File: config.mk
export PLATFORM = sky130hd
export DESIGN_NAME = rshe_mul
export DESIGN_NICKNAME = d
export VERILOG_FILES = /design/src/rshe_pkg.sv /design/src/rshe_mul.sv
export SDC_FILE = /design/constraint.sdc
export NUM_CORES = 2
export LEC_CHECK = 0
export BUFFER_PORTS_ARGS = -buffer_cell sky130_fd_sc_hd__buf_2
export CAP_MARGIN = 15
export CORE_MARGIN = 3
export CORE_UTILIZATION = 48
export CTS_BUF_LIST = sky130_fd_sc_hd__clkbuf_8
export CTS_CLUSTER_SIZE = 30
export DETAILED_ROUTE_END_ITERATION = 10
export GPL_ROUTABILITY_DRIVEN = 0
export HOLD_SLACK_MARGIN = 0.02
export SYNTH_ARGS = -nofsm -noshare
export SYNTH_HDL_FRONTEND = slang
export SYNTH_SLANG_ARGS = --single-unit
File: constraint.sdc
create_clock -name i_clk -period 26.3 [get_ports i_clk]
set_input_delay 5.26 -clock i_clk [delete_from_list [all_inputs] [get_ports i_clk]]
set_output_delay 5.26 -clock i_clk [all_outputs]
set_load 0.05 [all_outputs]
File: src/rshe_pkg.sv
// Shared types, constants and elaboration-time coefficient tables for the harmonic evaluator.
package rshe_pkg;

    localparam int MAX_BAND  = 7;
    localparam int FRAC_BITS = 27;

    localparam int VAL_W  = 36;   // internal signed Q30 value
    localparam int MAG_W  = 35;   // multiplier operand magnitude
    localparam int COEF_W = 31;   // Q28 / Q30 coefficients
    localparam int SH_W   = 6;

    typedef logic signed [VAL_W-1:0] t_val;
    typedef logic [MAG_W-1:0]        t_mag;
    typedef logic [COEF_W-1:0]       t_coef;
    typedef logic [7:0][COEF_W-1:0]  t_crow;
    typedef logic [7:0][7:0][COEF_W-1:0] t_ctab;
    typedef logic [7:0][MAG_W-1:0]   t_rrow;
    typedef logic [7:0][SH_W-1:0]    t_srow;

    typedef struct packed {
        t_mag            a;
        t_mag            b;
        logic            neg;
        logic [SH_W-1:0] sh;
        logic            rnd;
    } t_mul_req;

    localparam logic [30:0] ONE_Q30 = 31'h4000_0000;
    localparam t_val        ONE_V   = 36'sh0_4000_0000;
    localparam logic [31:0] PI_Q30  = 32'd3373259426;

    function automatic logic [63:0] isqrt64(input logic [63:0] v);
        logic [63:0] root;
        logic [63:0] rem;
        logic [63:0] b;
        root = '0;
        rem  = v;
        b    = 64'h4000_0000_0000_0000;
        for (int j = 0; j < 32; j++) begin
            if (rem >= root + b) begin
                rem  = rem - (root + b);
                root = (root >> 1) + b;
            end else begin
                root = root >> 1;
            end
            b = b >> 2;
        end
        return root;
    endfunction

    // floor(sqrt(floor(n/d * 2^(2fb)))), shift-subtract long division
    function automatic logic [63:0] sqrt_ratio(input logic [63:0] n, input logic [63:0] d,
                                               input int fb);
        logic [63:0] q;
        logic [63:0] r;
        q = '0;
        r = '0;
        if (d == 0) return '0;
        for (int j = 63; j >= 0; j--) begin
            r = {r[62:0], n[j]};
            q = {q[62:0], 1'b0};
            if (r >= d) begin
                r    = r - d;
                q[0] = 1'b1;
            end
        end
        for (int j = 0; j < 2 * fb; j++) begin
            r = {r[62:0], 1'b0};
            q = {q[62:0], 1'b0};
            if (r >= d) begin
                r    = r - d;
                q[0] = 1'b1;
            end
        end
        return isqrt64(q);
    endfunction

    // ceil(2^s / d)
    function automatic logic [63:0] recip_ceil(input int s, input logic [63:0] d);
        logic [63:0] q;
        logic [63:0] r;
        q = '0;
        r = '0;
        for (int j = s; j >= 0; j--) begin
            r = {r[62:0], (j == s)};
            q = {q[62:0], 1'b0};
            if (r >= d) begin
                r    = r - d;
                q[0] = 1'b1;
            end
        end
        return q + {63'b0, (r != 0)};
    endfunction

    function automatic t_ctab mk_c1();
        t_ctab       t;
        logic [63:0] v;
        t = '0;
        for (int i = 0; i < 8; i++) begin
            for (int m = 0; m < 8; m++) begin
                if (i >= m + 2) begin
                    v = sqrt_ratio(64'(4 * i * i - 1), 64'(i * i - m * m), 28);
                    t[i][m] = v[COEF_W-1:0];
                end
            end
        end
        return t;
    endfunction

    function automatic t_ctab mk_c2();
        t_ctab       t;
        logic [63:0] v;
        t = '0;
        for (int i = 0; i < 8; i++) begin
            for (int m = 0; m < 8; m++) begin
                if (i >= m + 2) begin
                    v = sqrt_ratio(64'((2 * i + 1) * (i - 1 - m) * (i - 1 + m)),
                                   64'((2 * i - 3) * (i - m) * (i + m)), 28);
                    t[i][m] = v[COEF_W-1:0];
                end
            end
        end
        return t;
    endfunction

    function automatic t_crow mk_diag();
        t_crow       t;
        logic [63:0] v;
        t = '0;
        for (int k = 1; k < 8; k++) begin
            v = sqrt_ratio(64'(2 * k + 1), 64'(2 * k), 30);
            t[k] = v[COEF_W-1:0];
        end
        return t;
    endfunction

    function automatic t_crow mk_sq3();
        t_crow       t;
        logic [63:0] v;
        for (int m = 0; m < 8; m++) begin
            v = sqrt_ratio(64'(2 * m + 3), 64'd1, 28);
            t[m] = v[COEF_W-1:0];
        end
        return t;
    endfunction

    // Taylor divisors: sine (2k)(2k+1), cosine (2k-1)(2k), index k-1
    function automatic int tay_div(input int k, input bit cosine);
        return cosine ? (2 * k - 1) * (2 * k) : (2 * k) * (2 * k + 1);
    endfunction

    function automatic t_srow mk_tsh(input bit cosine);
        t_srow t;
        for (int k = 1; k <= 8; k++)
            t[k-1] = SH_W'(32 + $clog2(tay_div(k, cosine)));
        return t;
    endfunction

    function automatic t_rrow mk_trc(input bit cosine);
        t_rrow       t;
        logic [63:0] v;
        for (int k = 1; k <= 8; k++) begin
            v = recip_ceil(32 + $clog2(tay_div(k, cosine)), 64'(tay_div(k, cosine)));
            t[k-1] = v[MAG_W-1:0];
        end
        return t;
    endfunction

    localparam t_ctab C1_TAB   = mk_c1();
    localparam t_ctab C2_TAB   = mk_c2();
    localparam t_crow DIAG_TAB = mk_diag();
    localparam t_crow SQ3_TAB  = mk_sq3();
    localparam t_srow SIN_SH   = mk_tsh(1'b0);
    localparam t_srow COS_SH   = mk_tsh(1'b1);
    localparam t_rrow SIN_RC   = mk_trc(1'b0);
    localparam t_rrow COS_RC   = mk_trc(1'b1);

    localparam logic [63:0] P00_W   = sqrt_ratio(64'd100000, 64'd1256636, 30);
    localparam logic [63:0] SQRT2_W = sqrt_ratio(64'd2, 64'd1, 30);
    localparam t_coef       P00     = P00_W[COEF_W-1:0];
    localparam t_coef       SQRT2   = SQRT2_W[COEF_W-1:0];

    function automatic t_mag mag_of(input t_val v);
        logic [VAL_W-1:0] a;
        a = v[VAL_W-1] ? -v : v;
        return a[MAG_W-1:0];
    endfunction

endpackage

File: src/rshe_mul.sv
// Shared sign-magnitude multiplier with registered product and round/shift post stage.
module rshe_mul (
    input  logic              i_clk,
    input  rshe_pkg::t_mul_req i_req,
    output rshe_pkg::t_val    o_y
);
    import rshe_pkg::*;

    localparam int P_W = 2 * MAG_W;
    localparam logic [P_W-1:0] MAG_MAX = {{(P_W-MAG_W){1'b0}}, {MAG_W{1'b1}}};

    logic [P_W-1:0]  r_p;
    logic            r_neg;
    logic            r_rnd;
    logic [SH_W-1:0] r_sh;

    logic [P_W-1:0]  q1;
    logic [P_W-1:0]  mag;
    t_mag            mag_s;

    always_ff @(posedge i_clk) begin
        r_p   <= {{MAG_W{1'b0}}, i_req.a} * {{MAG_W{1'b0}}, i_req.b};
        r_neg <= i_req.neg;
        r_rnd <= i_req.rnd;
        r_sh  <= i_req.sh;
    end

    // one shifter: shift by sh-1, the dropped-out lsb is the rounding bit
    always_comb begin
        q1    = r_p >> (r_sh - SH_W'(1));
        mag   = {1'b0, q1[P_W-1:1]} + {{(P_W-1){1'b0}}, (r_rnd & q1[0])};
        mag_s = (mag > MAG_MAX) ? MAG_MAX[MAG_W-1:0] : mag[MAG_W-1:0];
        o_y   = r_neg ? -t_val'({1'b0, mag_s}) : t_val'({1'b0, mag_s});
    end

endmodule

==> results.md <==
- Run status: finished, final reports clean
- CTS tree: yes
- Min-delay src: i_req[0]
- Max-slew violation count: 0
- Fill cell total of the finished layout: about 9900
- Commonest cells after routing, fill and taps aside: 1224 x sky130_fd_sc_hd__inv_1, 1088 x sky130_fd_sc_hd__fa_1, 807 x sky130_fd_sc_hd__nand2_1
- Setup CP Type: flip-flop to primary output
- Endpoints failing setup: 0
- Average cell area after synthesis: 8.83 µm²
- Die height: about 330 µm
- First-pass GRT wire length: around 240000 µm
- CTS Root Cell: sky130_fd_sc_hd__clkbuf_8
- Detailed-route wire length: 153000 µm
- Net count of the mapped netlist: ~7100
- Length of the first detailed-routing pass in iterations: 5
- Post-synthesis instance total: ~5600
- Post-detailed-route wirelength per cell: roughly 22 µm
- Area of the die: around 0.11 mm²
- Compound-cell area share of the yosys netlist: 6.35%
- Number of maximum-capacitance violations: 0
- Via count: between 30000 and 40000
- Post-route ant nets: 0
- Initial standard-cell utilization of the core: approximately half
- Most common library cell in the layout ignoring fill and taps: sky130_fd_sc_hd__inv_1
- Area of the mapped netlist: 0.0494 mm²
- Maximum number of pins on one net before global-route repair: ~80
- Number of synthesized register bits: between 70 and 80
- Hold Path Sink: r_rnd$_DFF_P_
- Number of clock sinks seen by CTS: about 80
- Die span in x: 327 µm
- Transition at the pin with the smallest max-transition slack: approximately 1.2 ns
- Vias in the first global route: between 40000 and 50000
- RSZ-0062 raised after global routing: no
- Multiplexer area fraction after synthesis: ~6.5%
- Buffers inserted by post-CTS timing repair: 0
- Clock-pin slew on the worst setup and hold paths: 0.13 ns
- Initial antenna violation count: 3
- Dominant combinational cell family by area after synthesis: adder cells
- Grt total ovfl: 0
- Placeable core area: slightly above 0.1 mm²
- Row Count: between 100 and 150
- Slowest-stage cell, CP: sky130_fd_sc_hd__buf_4
- Ratio of cells with drive above 1 in the final layout: about 6.5%
- Area share of xor/xnor cells in the synthesized design: under 10%
- Number of design rule violations left after detail routing: 0
- Fin. Hold Viols: 0
- Post-route clock period utilization: a little over three fifths
- Max-slew headroom at the worst pin: 18.1%
- Clock buffer count from CTS: 9
- Commonest register cell after synthesis: sky130_fd_sc_hd__dfxtp_1
- Number of H-tree levels: 3
- Synthesized-area fraction occupied by adder cells: roughly half
- Clock period minus final worst setup slack: ~17 ns
- Number of flops mapped to enable cells by yosys: 0
- Area growth, synth to finish: 3.32%
- Sequential-to-total area share from yosys stat: around 3.2%
- Slowest stage delay, CP: roughly 0.68 ns
- Vias per cell: 5.71
- Total track usage: 29.3%
- CP max FO: 77
- NumNets Final: 6923
- Synthesis Warnings: 0
- Required time of the worst setup path: around 21 ns
- Number of top-level design ports: around 120
- Arrival time at the worst endpoint: 11.29 ns
- Setup Total Neg Slack: 0 ns
- Port buffer count: ~110
- Simple-gate area share of the yosys netlist: about 18%
- # hold bufs at CTS: 0
- Class of the tightest hold or removal check: input port to flip-flop
- Max Clock Freq: approximately 0.060 GHz
- Bufs on Longest Clock Path: 2
- Critical path startpoint category: flip-flop
- Resize count post-CTS: 0
- Iteration-0 DRC Markers: approximately 3300
- Post-DP HPWL: 111000 µm
- Type of destination of the critical path: primary output
- Post-synth ARST share: 0%
- Number of distinct library cells after synthesis: 96
- Cell depth of the worst hold path: 1
## metal layers
metal  track usage, %  up-vias  share of wire (%)
met1             40.5    20000                 41
met5                0        -              0.012
met3             5.26      332                8.6
met4             9.77        4                3.9
met2             47.0     1828                 46
li1                 -    16900                  -
## worst max-delay path by stage
stage,start,end
after floorplan,r_sh[0]$_DFF_P_,o_y[24]
after global placement,r_sh[0]$_DFF_P_,o_y[28]
after detailed placement,r_sh[0]$_DFF_P_,o_y[28]
after CTS,r_sh[0]$_DFF_P_,o_y[28]
after global routing,r_sh[0]$_DFF_P_,o_y[30]
final,r_sh[0]$_DFF_P_,o_y[28]
## sequential cells by signal, summed over array words and instances (netlist names)
signal / cells
r_rnd: 1
r_p: 70
r_neg: 1
r_sh: 6
## stage by stage
stage | hold slack, ns | cells | setup WS (ns) | instance area, µm² | utilization (%)
2_1_floorplan | 5.29 | 5601 | 11.78 | 49400 | -
3_3_place_gp | 5.36 | 6819 | 10.65 | 50900 | 49.9
3_5_place_dp | 5.37 | 6819 | 10.44 | 50900 | 49.9
4_1_cts | 4.89 | 6835 | 9.90 | 51100 | 50.1
5_1_grt | 4.90 | 6836 | 9.15 | 51100 | 50.1
6_report | 4.92 | 6837 | 9.75 | 51100 | 50.1
## worst max-delay path: cells and delay by family, from the launching register on
family / cells / cell delay (ns)
mux: 4 / 1.32
compound gates: 3 / 0.62
simple gates: 15 / 5.81
fa+ha+maj: 4 / 0.92
buf+inv: 6 / 1.61
flops: 1 / 0.51
## cells by family (layout without fill, tap and decap cells)
family | count (synthesis) | in the layout
buffers and inverters | 1556 | 1422
multiplexers | 208 | 208
adder cells (fa/ha/maj) | 1382 | 1382
AO/OA/AOI/OAI | 457 | 457
AND/OR/NAND/NOR | 1809 | 1809
XOR/XNOR | 111 | 111
other | 0 | 2
flip-flops | 78 | 78
## cells in the mapped netlist, drive strengths merged, types with 26 or more instances
cell type / n / area [µm²]
dfxtp: 78 / 1560
o22ai: 32 / 200
o21ai: 85 / 425
clkbuf: 268 / 1010
nor3: 52 / 270
nand3: 92 / 465
fa: 1088 / 21800
nor4: 26 / 205
inv: 1225 / 4600
nand2: 808 / 3040
nor2: 101 / 389
mux2i: 96 / 961
nand4: 38 / 250
a21oi: 88 / 444
xnor2: 78 / 702
buf: 63 / 393
a21o: 42 / 315
and2: 550 / 3440
ha: 294 / 3680
xor2: 33 / 297
mux4: 87 / 1960
## layout make-up
cell class / instances / area [µm²] / share of cell area [%]
Clock inverter: 7 / 77.6 / 0.152
Multi-Input combinational cell: 3967 / 41900 / 82.1
Antenna cell: 2 / 5.00 / 0.00980
Sequential cell: 78 / 1570 / 3.06
Inverter: 1225 / 4600 / 9.00
Clock buffer: 9 / 124 / 0.242
Timing Repair Buffer: 181 / 1070 / 2.10
Tap cell: 1368 / 1710 / 3.35
Power is left out: the tool's default activity adds up to more than one toggle a clock period on the data nets, which glitch-free logic cannot reach.
